==> src/hw/rtl/rc4_pkg.sv <==
// rc4 engine shared types, constants and command codes
package rc4_pkg;

   localparam int unsigned BYTE_W      = 8;
   localparam int unsigned SBOX_DEPTH  = 256;
   localparam int unsigned SBOX_AW     = $clog2(SBOX_DEPTH);
   localparam int unsigned KEY_MAX_DEF = 256;

   localparam int unsigned QUEUE_DEPTH = 2;
   localparam int unsigned QUEUE_PW    = $clog2(QUEUE_DEPTH);
   localparam int unsigned QUEUE_CW    = $clog2(QUEUE_DEPTH + 1);

   localparam logic OP_KEY  = 1'b0;
   localparam logic OP_DATA = 1'b1;

   typedef enum logic [1:0] {
      CMD_KEY,
      CMD_KEY_LAST,
      CMD_DATA,
      CMD_DATA_NEW
   } cmd_kind_type;

   typedef struct packed {
      cmd_kind_type       kind;
      logic [BYTE_W-1:0]  data;
   } cmd_type;

   typedef enum logic [3:0] {
      B_IDLE,
      B_D1,
      B_D2,
      B_D3,
      B_INIT,
      B_R0,
      B_R1,
      B_R2,
      B_R3
   } back_state_type;

endpackage

==> src/hw/rtl/rc4_req_if.sv <==
// request channel: key and data bytes into the engine
interface rc4_req_if;
   logic                       valid;
   logic                       ready;
   logic                       op;
   logic [rc4_pkg::BYTE_W-1:0] in_byte;
   logic                       last_key;
   logic                       new_message;

   modport source (output valid, output op, output in_byte, output last_key,
                   output new_message, input ready);
   modport sink   (input valid, input op, input in_byte, input last_key,
                   input new_message, output ready);
endinterface

==> src/hw/rtl/rc4_front.sv <==
// front end: accepts request beats, classifies them and queues commands
module rc4_front (
   input  logic              clock,
   input  logic              reset,
   rc4_req_if.sink           req_bus,
   output logic              q_valid,
   output rc4_pkg::cmd_type  q_cmd,
   input  logic              q_pop
);

   rc4_pkg::cmd_type                  q_mem_ff [rc4_pkg::QUEUE_DEPTH];
   logic [rc4_pkg::QUEUE_PW-1:0]      wr_ptr_ff, wr_ptr_in;
   logic [rc4_pkg::QUEUE_PW-1:0]      rd_ptr_ff, rd_ptr_in;
   logic [rc4_pkg::QUEUE_CW-1:0]      cnt_ff, cnt_in;
   logic                              push;
   rc4_pkg::cmd_type                  new_cmd;

   always_comb begin
      new_cmd.data = req_bus.in_byte;
      if (req_bus.op == rc4_pkg::OP_DATA) begin
         new_cmd.kind = req_bus.new_message ? rc4_pkg::CMD_DATA_NEW : rc4_pkg::CMD_DATA;
      end else begin
         new_cmd.kind = req_bus.last_key ? rc4_pkg::CMD_KEY_LAST : rc4_pkg::CMD_KEY;
      end
   end

   assign req_bus.ready = (cnt_ff != rc4_pkg::QUEUE_CW'(rc4_pkg::QUEUE_DEPTH));
   assign push          = req_bus.valid & req_bus.ready;
   assign q_valid       = (cnt_ff != '0);
   assign q_cmd         = q_mem_ff[rd_ptr_ff];

   always_comb begin
      wr_ptr_in = push  ? rc4_pkg::QUEUE_PW'(wr_ptr_ff + 1'b1) : wr_ptr_ff;
      rd_ptr_in = q_pop ? rc4_pkg::QUEUE_PW'(rd_ptr_ff + 1'b1) : rd_ptr_ff;
      cnt_in    = cnt_ff;
      if (push && !q_pop) begin
         cnt_in = rc4_pkg::QUEUE_CW'(cnt_ff + 1'b1);
      end else if (!push && q_pop) begin
         cnt_in = rc4_pkg::QUEUE_CW'(cnt_ff - 1'b1);
      end
   end

   always_ff @(posedge clock) begin
      if (reset) begin
         wr_ptr_ff <= '0;
         rd_ptr_ff <= '0;
         cnt_ff    <= '0;
      end else begin
         wr_ptr_ff <= wr_ptr_in;
         rd_ptr_ff <= rd_ptr_in;
         cnt_ff    <= cnt_in;
      end
   end

   always_ff @(posedge clock) begin
      if (push) begin
         q_mem_ff[wr_ptr_ff] <= new_cmd;
      end
   end

`ifndef NO_ASSERTIONS
   a_queue_bound: assert property (@(posedge clock) disable iff (reset)
      cnt_ff <= rc4_pkg::QUEUE_CW'(rc4_pkg::QUEUE_DEPTH))
      else $error("command queue overfilled");
   a_pop_nonempty: assert property (@(posedge clock) disable iff (reset)
      q_pop |-> (cnt_ff != '0))
      else $error("pop from empty command queue");
`endif

endmodule

==> src/flat_wrapper.sv <==
// flat-port wrapper written by rule: the top's interface ports become plain ports
module rc4_front_flat 
  (clock, reset, q_valid, q_cmd, q_pop, req_bus_valid, req_bus_op, req_bus_in_byte, req_bus_last_key, req_bus_new_message, req_bus_ready);
  rc4_req_if req_bus_i ();
  input  logic clock;
  input  logic reset;
  output logic q_valid;
  output rc4_pkg::cmd_type q_cmd;
  input  logic q_pop;
  input wire logic [$bits(req_bus_i.valid)-1:0] req_bus_valid;
  input wire logic [$bits(req_bus_i.op)-1:0] req_bus_op;
  input wire logic [$bits(req_bus_i.in_byte)-1:0] req_bus_in_byte;
  input wire logic [$bits(req_bus_i.last_key)-1:0] req_bus_last_key;
  input wire logic [$bits(req_bus_i.new_message)-1:0] req_bus_new_message;
  output wire logic [$bits(req_bus_i.ready)-1:0] req_bus_ready;
  assign req_bus_i.valid = req_bus_valid;
  assign req_bus_i.op = req_bus_op;
  assign req_bus_i.in_byte = req_bus_in_byte;
  assign req_bus_i.last_key = req_bus_last_key;
  assign req_bus_i.new_message = req_bus_new_message;
  assign req_bus_ready = req_bus_i.ready;
  rc4_front u_core (.clock(clock), .reset(reset), .req_bus(req_bus_i), .q_valid(q_valid), .q_cmd(q_cmd), .q_pop(q_pop));
endmodule
==> config.mk <==
export PLATFORM = sky130hd
export DESIGN_NAME = rc4_front_flat
export DESIGN_NICKNAME = d
export VERILOG_FILES = /design/src/hw/rtl/rc4_pkg.sv /design/src/hw/rtl/rc4_req_if.sv /design/src/hw/rtl/rc4_front.sv /design/src/flat_wrapper.sv
export SDC_FILE = /design/constraint.sdc
export NUM_CORES = 1
export LEC_CHECK = 0
export BUFFER_PORTS_ARGS = -buffer_cell sky130_fd_sc_hd__buf_4
export CAP_MARGIN = 40
export CORE_MARGIN = 10
export CORE_UTILIZATION = 42
export CTS_CLUSTER_SIZE = 16
export DETAILED_ROUTE_END_ITERATION = 10
export GPL_TIMING_DRIVEN = 0
export PLACE_DENSITY = 0.67
export SLEW_MARGIN = 15
export SYNTH_ARGS = -nofsm -noshare
export SYNTH_HDL_FRONTEND = slang
export SYNTH_SLANG_ARGS = --single-unit
==> constraint.sdc <==
create_clock -name clock -period 4.7 [get_ports clock]
set_clock_uncertainty 0.2 [all_clocks]
set_input_delay 0.47 -clock clock [delete_from_list [all_inputs] [get_ports clock]]
set_output_delay 0.47 -clock clock [all_outputs]
set_load 0.02 [all_outputs]
==> report_table.html, run 1 <==
<table>
<tr><th>Metric</th><th>Value</th></tr>
<tr><th colspan="2">STA</th></tr>
<tr><td>Fmax</td><td>489.8 MHz</td></tr>
<tr><td>Worst-case headroom to the max-slew limit</td><td>66.94%</td></tr>
<tr><td>Final-report max-slew violation count</td><td>0</td></tr>
<tr><td>Worst Hold Slack</td><td>139.8 ps</td></tr>
<tr><td>Final hold violations</td><td>0</td></tr>
<tr><td>Final cycle utilization of the critical path</td><td>43.44%</td></tr>
<tr><td>Slew at the pin closest to its max-slew limit</td><td>495.9 ps</td></tr>
<tr><td>RSZ-0062 raised after global routing</td><td>no</td></tr>
<tr><td>Total of endpoints with negative setup slack in the final report</td><td>0</td></tr>
<tr><td>Total Neg Setup Slack</td><td>0 ps</td></tr>
<tr><td>Minimum period implied by the final worst setup slack</td><td>2042 ps</td></tr>
<tr><th colspan="2">Layout</th></tr>
<tr><td>Leading cell type in the layout, fill and taps excluded</td><td>buf_4</td></tr>
<tr><td>Post-route non-filler standard cell count</td><td>114</td></tr>
<tr><td>Footprint of the flip-flops and latches</td><td>700.7 µm²</td></tr>
<tr><td>Filler Cell Count</td><td>187</td></tr>
<tr><td>Multi-input gate area</td><td>237.7 µm²</td></tr>
<tr><td>Nets</td><td>103</td></tr>
<tr><td>Final standard cell utilization of the core</td><td>55.11%</td></tr>
<tr><td>Count of inserted antenna diode cells</td><td>0</td></tr>
<tr><td>Commonest cells after routing, fill and taps aside</td><td>26 x buf_4, 20 x edfxtp_1, 11 x mux2_1</td></tr>
<tr><td>Share of final-layout standard cells stronger than drive strength 1</td><td>34.88%</td></tr>
<tr><td>Growth of design area from synthesis to finish</td><td>26.97%</td></tr>
<tr><th colspan="2">Floorplanning</th></tr>
<tr><td>Starting density of the core</td><td>43.40%</td></tr>
<tr><td>Die Wd</td><td>67.58 µm</td></tr>
<tr><td>Die area</td><td>4567 µm²</td></tr>
<tr><td>Die Ht</td><td>67.58 µm</td></tr>
<tr><td>CORE AREA</td><td>2191 µm²</td></tr>
<tr><td>Top-level I/O count</td><td>27</td></tr>
<tr><td>Count of standard-cell rows</td><td>17</td></tr>
<tr><th colspan="2">Clocking</th></tr>
<tr><td>Clock latency of the later-clocked register in the worst-skew pair</td><td>300 ps</td></tr>
<tr><td>Clock tree sinks</td><td>25</td></tr>
<tr><td>Clock Path Buffers</td><td>2</td></tr>
<tr><td>Library cell used as clock root buffer</td><td>clkbuf_4</td></tr>
<tr><td>Post-cts hold buffer count</td><td>0</td></tr>
<tr><td>Clock tree from TritonCTS</td><td>yes</td></tr>
<tr><td>Worst-path clk slew</td><td>120 ps</td></tr>
<tr><td>H-tree depth</td><td>1</td></tr>
<tr><td>Gates resized, CTS repair</td><td>0</td></tr>
<tr><td>Post-CTS Setup Repair Bufs</td><td>0</td></tr>
<tr><td>Cts bufs inserted</td><td>3</td></tr>
<tr><th colspan="2">Detailed routing</th></tr>
<tr><td>Total vias in the final route</td><td>526</td></tr>
<tr><td>Antenna-violating nets left</td><td>0</td></tr>
<tr><td>Drt first-iter violations</td><td>5</td></tr>
<tr><td>Post-Route WL</td><td>1.547 mm</td></tr>
<tr><td>Routed vias/inst</td><td>4.614</td></tr>
<tr><td>Routed length per instance</td><td>13.57 µm</td></tr>
<tr><td>Drt pass-1 iters</td><td>3</td></tr>
<tr><td>Post-route DRC</td><td>0</td></tr>
<tr><th colspan="2">Yosys</th></tr>
<tr><td>Number of distinct standard cells referenced by the synthesized netlist</td><td>18</td></tr>
<tr><td>Count of state elements after synthesis</td><td>25</td></tr>
<tr><td>Net count after synthesis</td><td>72</td></tr>
<tr><td>Mean area per synthesized cell</td><td>16.98 µm²</td></tr>
<tr><td>Register area share after synthesis</td><td>73.68%</td></tr>
<tr><td>Number of cells produced by synthesis</td><td>56</td></tr>
<tr><td>Post-Syn Area</td><td>950.9 µm²</td></tr>
<tr><td>YS warnings</td><td>0</td></tr>
<tr><th colspan="2">Setup path</th></tr>
<tr><td>Crit Path Class</td><td>flop to primary output</td></tr>
<tr><td>Worst-case reg-to-reg path depth</td><td>5</td></tr>
<tr><td>Worst reg2reg path startpoint</td><td>u_core.cnt_ff[0]</td></tr>
<tr><td>Path length in cells of the critical path</td><td>3</td></tr>
<tr><td>CP Cell Sequence</td><td>buf_2 &gt; mux2_1 &gt; buf_4</td></tr>
<tr><td>Terminus of the critical flop-to-flop path</td><td>u_core.cnt_ff[1]</td></tr>
<tr><td>Max FO, Critical Path</td><td>10</td></tr>
<tr><td>WP buf/inv</td><td>2</td></tr>
<tr><td>Delay of the slowest cell on the worst path</td><td>350 ps</td></tr>
<tr><td>Slowest CP cell</td><td>mux2_1</td></tr>
<tr><td>Crit path launch type</td><td>flop</td></tr>
<tr><td>Data required, critical path</td><td>4030 ps</td></tr>
<tr><td>Kind of cell adding the most delay to the critical path</td><td>buffers and inverters</td></tr>
<tr><td>Critical path arrival</td><td>1370 ps</td></tr>
<tr><td>Category of the worst setup path capture point</td><td>primary output</td></tr>
<tr><td>CP endpoint</td><td>q_cmd[0]</td></tr>
<tr><td>Register-to-register setup slack</td><td>2870 ps</td></tr>
<tr><th colspan="2">Run status</th></tr>
<tr><td>Status</td><td>completed</td></tr>
<tr><th colspan="2">Global routing</th></tr>
<tr><td>Global-route wire length before repair</td><td>2.346 mm</td></tr>
<tr><td>Sum of overflow across all layers after global routing</td><td>0</td></tr>
<tr><td>Antenna violations before repair</td><td>0</td></tr>
<tr><td>Total routing resource utilization after global routing</td><td>6.793%</td></tr>
<tr><td>Largest net degree at the start of global routing</td><td>14</td></tr>
<tr><td>Number of global-route vias before repair</td><td>555</td></tr>
<tr><th colspan="2">Placed design</th></tr>
<tr><td>Final weighted congestion in routability-driven placement</td><td>0.6331</td></tr>
<tr><td>Count of input and output buffers</td><td>26</td></tr>
<tr><td>Cell total after placement</td><td>110</td></tr>
<tr><th colspan="2">Flow run</th></tr>
<tr><td>Max Cap Violations</td><td>0</td></tr>
<tr><th colspan="2">Power</th></tr>
<tr><td>Cell area power density</td><td>396.1 nW/µm²</td></tr>
<tr><td>Static leakage</td><td>0.0004818 µW</td></tr>
<tr><td>Maximum resistive drop on vdd</td><td>253.6 µV</td></tr>
<tr><th colspan="2">Hold path</th></tr>
<tr><td>Path type of the worst min-delay path</td><td>input port to flop</td></tr>
</table>
how the worst min path moves through the flow:
| stage | from | to | slack [ps] | cells past startpoint |
|---|---|---|---|---|
| finish | req_bus_in_byte[4] | u_core.q_mem_ff[0][4] | 140 | 1 |
| global route | req_bus_in_byte[4] | u_core.q_mem_ff[0][4] | 100 | 1 |
| CTS | req_bus_in_byte[6] | u_core.q_mem_ff[1][6] | 140 | 1 |
| detailed placement | u_core.cnt_ff[1] | u_core.cnt_ff[1] | 300 | 2 |
| global placement | u_core.cnt_ff[1] | u_core.cnt_ff[1] | 290 | 2 |
| floorplan | u_core.cnt_ff[1] | u_core.cnt_ff[1] | 260 | 2 |
final cells by class:
type / count / area share [%]
repair buffers: 26 / 16.17
flip-flops and latches: 25 / 58.03
plain buffers: 1 / 0.4145
inverters: 2 / 0.6218
multi-input cells: 28 / 19.69
clock buffers: 4 / 2.176
well taps: 28 / 2.902
where the power goes:
group          internal [µW]  switching (µW)  leakage [µW]
combinational           52.3            61.7      0.000239
clock                   33.1            56.5     0.0000150
sequential               266            8.44      0.000228
stage by stage:
| stage | total power [µW] | instance area [µm²] | setup WS (ps) |
|---|---|---|---|
| 3_3_place_gp | 392.6 | 1181 | 2905 |
| 5_1_grt | 510.2 | 1207 | 2542 |
| 6_report | 478.2 | 1207 | 2658 |
| 2_1_floorplan | 345.9 | 950.9 | 2838 |
| 4_1_cts | 483.5 | 1207 | 2631 |
| 3_5_place_dp | 396.0 | 1181 | 2876 |
Yosys cell counts:
| cell type | instances | area (µm²) |
|---|---|---|
| a21bo_1 | 1 | 10.01 |
| and2_1 | 1 | 6.260 |
| mux2_1 | 11 | 123.9 |
| buf_2 | 1 | 5.000 |
| xnor2_1 | 1 | 8.760 |
| nand3b_1 | 1 | 7.510 |
| ha_1 | 1 | 12.51 |
| or3_1 | 1 | 6.260 |
| inv_1 | 2 | 7.510 |
| o21ai_0 | 1 | 5.000 |
| a21oi_1 | 2 | 10.01 |
| nor2_1 | 3 | 11.26 |
| nand2b_1 | 1 | 6.260 |
| and3_1 | 1 | 6.260 |
| or2_1 | 1 | 6.260 |
| dfxtp_1 | 5 | 100.1 |
| edfxtp_1 | 20 | 600.6 |
| xor2_1 | 2 | 17.52 |
registers in the layout (all words and copies together) (netlist names), named ones only:
| signal | count |
|---|---|
| u_core.wr_ptr_ff | 1 |
| u_core.cnt_ff | 2 |
| u_core.rd_ptr_ff | 1 |
| u_core.q_mem_ff | 20 |
routing by layer:
metal	wire length [µm]	part of all wire [%]	global-route usage, %
met1	616	40	6.543
met2	757	49	12.32
met3	159	10	3.306
met4	14	0.90	2.308
met5	0	0	0
kinds of logic (layout without fill, tap and decap cells):
logic type / Yosys count / count (layout) / share of synthesized area (%)
xor gates and xnor gates: 3 / 3 / 2.764
AOI/OAI and AO/OA: 4 / 4 / 2.631
adders and majority gates: 1 / 1 / 1.316
DFF: 25 / 25 / 73.69
and+or+nand+nor: 9 / 9 / 5.265
buffers and inverters: 3 / 33 / 1.316
muxes: 11 / 11 / 13.03
Note: power is estimated with default switching activity, not from simulation.
==> run 2: changes to the inputs <==
==> constraint.sdc (replaced) <==
create_clock -name clock -period 2.1 [get_ports clock]
set_clock_uncertainty 0.2 [all_clocks]
set_input_delay 0.21 -clock clock [delete_from_list [all_inputs] [get_ports clock]]
set_output_delay 0.21 -clock clock [all_outputs]
set_load 0.02 [all_outputs]
==> report_table.html, run 2 (synthesis results as in run 1) <==
<table>
<tr><th>Metric</th><th>Value</th></tr>
<tr><th colspan="2">Setup path</th></tr>
<tr><td>Data required, critical path</td><td>2150 ps</td></tr>
<tr><td>Category of the worst setup path capture point</td><td>flop</td></tr>
<tr><td>CP Cell Sequence</td><td>nand2b_1 &gt; and2_1 &gt; ha_1 &gt; or3_1 &gt; a21oi_1</td></tr>
<tr><td>Max FO, Critical Path</td><td>5</td></tr>
<tr><td>Slowest CP cell</td><td>or3_1</td></tr>
<tr><td>Register-to-register setup slack</td><td>270 ps</td></tr>
<tr><td>CP endpoint</td><td>u_core.cnt_ff[1]</td></tr>
<tr><td>Origin of the worst setup path</td><td>u_core.cnt_ff[0]</td></tr>
<tr><td>Crit path launch type</td><td>flop</td></tr>
<tr><td>Delay of the slowest cell on the worst path</td><td>370 ps</td></tr>
<tr><td>Terminus of the critical flop-to-flop path</td><td>u_core.cnt_ff[1]</td></tr>
<tr><td>Worst reg2reg path startpoint</td><td>u_core.cnt_ff[0]</td></tr>
<tr><td>Worst-case reg-to-reg path depth</td><td>5</td></tr>
<tr><td>Critical path arrival</td><td>1880 ps</td></tr>
<tr><td>Crit Path Class</td><td>flop to flop</td></tr>
<tr><th colspan="2">Flow run</th></tr>
<tr><td>Max Cap Violations</td><td>0</td></tr>
<tr><th colspan="2">STA</th></tr>
<tr><td>Total of endpoints with negative setup slack in the final report</td><td>0</td></tr>
<tr><td>Minimum period implied by the final worst setup slack</td><td>1827 ps</td></tr>
<tr><td>RSZ-0062 raised after global routing</td><td>no</td></tr>
<tr><td>Fmax</td><td>547.2 MHz</td></tr>
<tr><td>Final hold violations</td><td>0</td></tr>
<tr><td>Final cycle utilization of the critical path</td><td>87.02%</td></tr>
<tr><td>Final-report max-slew violation count</td><td>0</td></tr>
<tr><td>Total Neg Setup Slack</td><td>0 ps</td></tr>
<tr><td>Slew at the pin closest to its max-slew limit</td><td>497.7 ps</td></tr>
<tr><td>Worst-case headroom to the max-slew limit</td><td>66.82%</td></tr>
<tr><th colspan="2">Layout</th></tr>
<tr><td>Filler Cell Count</td><td>179</td></tr>
<tr><td>Share of final-layout standard cells stronger than drive strength 1</td><td>30.30%</td></tr>
<tr><td>Count of inserted antenna diode cells</td><td>0</td></tr>
<tr><td>Max FFs per register</td><td>20</td></tr>
<tr><td>Cell area after layout</td><td>1338 µm²</td></tr>
<tr><td>Reg with most FFs</td><td>u_core.q_mem_ff</td></tr>
<tr><td>Growth of design area from synthesis to finish</td><td>40.66%</td></tr>
<tr><td>Commonest cells after routing, fill and taps aside</td><td>26 x buf_4, 20 x edfxtp_1, 13 x dlygate4sd3_1</td></tr>
<tr><td>Biggest regs</td><td>u_core.q_mem_ff (20), u_core.cnt_ff (2)</td></tr>
<tr><td>Leading cell type in the layout, fill and taps excluded</td><td>buf_4</td></tr>
<tr><td>Nets</td><td>116</td></tr>
<tr><th colspan="2">Power</th></tr>
<tr><td>Static leakage</td><td>0.0005361 µW</td></tr>
<tr><td>Cell area power density</td><td>815.6 nW/µm²</td></tr>
<tr><td>Maximum resistive drop on vdd</td><td>570.2 µV</td></tr>
<tr><td>Total power of the final layout</td><td>1091 µW</td></tr>
<tr><th colspan="2">Floorplanning</th></tr>
<tr><td>Count of standard-cell rows</td><td>17</td></tr>
<tr><td>Top-level I/O count</td><td>27</td></tr>
<tr><td>Starting density of the core</td><td>43.40%</td></tr>
<tr><td>Die Ht</td><td>67.58 µm</td></tr>
<tr><td>Die area</td><td>4567 µm²</td></tr>
<tr><td>Die Wd</td><td>67.58 µm</td></tr>
<tr><td>CORE AREA</td><td>2191 µm²</td></tr>
<tr><th colspan="2">Detailed routing</th></tr>
<tr><td>Antenna-violating nets left</td><td>0</td></tr>
<tr><td>Drt first-iter violations</td><td>2</td></tr>
<tr><td>Total vias in the final route</td><td>572</td></tr>
<tr><td>Post-route DRC</td><td>0</td></tr>
<tr><td>Routed length per instance</td><td>13.24 µm</td></tr>
<tr><td>Drt pass-1 iters</td><td>3</td></tr>
<tr><td>Post-Route WL</td><td>1.681 mm</td></tr>
<tr><td>Routed vias/inst</td><td>4.504</td></tr>
<tr><th colspan="2">Global routing</th></tr>
<tr><td>Largest net degree at the start of global routing</td><td>14</td></tr>
<tr><td>Met1 Use GR</td><td>6.934%</td></tr>
<tr><td>Total routing resource utilization after global routing</td><td>7.334%</td></tr>
<tr><td>Number of global-route vias before repair</td><td>599</td></tr>
<tr><td>Sum of overflow across all layers after global routing</td><td>0</td></tr>
<tr><td>Antenna violations before repair</td><td>0</td></tr>
<tr><td>Global-route wire length before repair</td><td>2.559 mm</td></tr>
<tr><td>M2 GR Usage</td><td>13.73%</td></tr>
<tr><td>Global-route layer with the greatest usage</td><td>met2</td></tr>
<tr><td>Met3 capacity usage during global routing</td><td>3.306%</td></tr>
<tr><th colspan="2">Clocking</th></tr>
<tr><td>Cts bufs inserted</td><td>3</td></tr>
<tr><td>Clock latency of the later-clocked register in the worst-skew pair</td><td>300 ps</td></tr>
<tr><td>Clock Path Buffers</td><td>2</td></tr>
<tr><td>Clock tree from TritonCTS</td><td>yes</td></tr>
<tr><td>Post-CTS Setup Repair Bufs</td><td>0</td></tr>
<tr><td>Clock tree sinks</td><td>25</td></tr>
<tr><td>Gates resized, CTS repair</td><td>0</td></tr>
<tr><td>Post-cts hold buffer count</td><td>12</td></tr>
<tr><td>Library cell used as clock root buffer</td><td>clkbuf_4</td></tr>
<tr><td>H-tree depth</td><td>1</td></tr>
<tr><td>Worst-path clk slew</td><td>120 ps</td></tr>
<tr><th colspan="2">Hold path</th></tr>
<tr><td>Hold Path Depth</td><td>2</td></tr>
<tr><td>Worst hold path startpoint</td><td>req_bus_new_message</td></tr>
<tr><td>Path type of the worst min-delay path</td><td>input port to flop</td></tr>
<tr><th colspan="2">Placed design</th></tr>
<tr><td>Count of input and output buffers</td><td>26</td></tr>
<tr><td>Final weighted congestion in routability-driven placement</td><td>0.6331</td></tr>
<tr><td>Instance area at placement</td><td>1181 µm²</td></tr>
<tr><th colspan="2">Run status</th></tr>
<tr><td>Status</td><td>completed</td></tr>
</table>
-- run 2: cell type report --
class	count	area, µm²	share of cell area [%]
Tap cell	28	35.03	2.619
Timing Repair Buffer	39	325.3	24.32
Sequential cell	25	700.7	52.39
Inverter	2	7.507	0.5613
Multi-Input combinational cell	28	237.7	17.77
Clock buffer	4	26.28	1.964
Buffer	1	5.005	0.3742
-- run 2: worst min-delay path by stage --
stage                                        to
final                     u_core.q_mem_ff[0][8]
after global routing      u_core.q_mem_ff[0][8]
after CTS                 u_core.q_mem_ff[1][8]
after detailed placement  u_core.q_mem_ff[1][6]
after global placement    u_core.q_mem_ff[0][0]
after floorplan                u_core.cnt_ff[1]
-- run 2: metal layers --
metal	up-vias	routed length, µm
met1	260	655
met3	2	156
met5	-	0
met2	18	855
li1	292	-
met4	0	14
-- run 2: report_power, final --
part           switching, µW  internal [µW]  total [µW]
Clock                    127           74.0         201
Combinational            142            133         275
Sequential              18.8            596         615
Total                    288            803        1090
-- run 2: metrics by stage --
stage	util (%)	instances	setup WS [ps]	hold slack, ps
after floorplan	-	56	238.2	79.07
after global placement	53.91	110	325.9	195.1
after detailed placement	53.91	110	292.3	198.2
after CTS	60.59	126	268.0	9.857
after global routing	61.05	127	151.5	1.568
final	61.05	127	272.6	21.69
-- run 2: worst max-delay path: cells and delay by family, from the launching register on --
kind	cells	cell delay (ps)
DFF	1	360
and+or+nand+nor	3	770
AOI/OAI and AO/OA	1	140
adders and majority gates	1	310
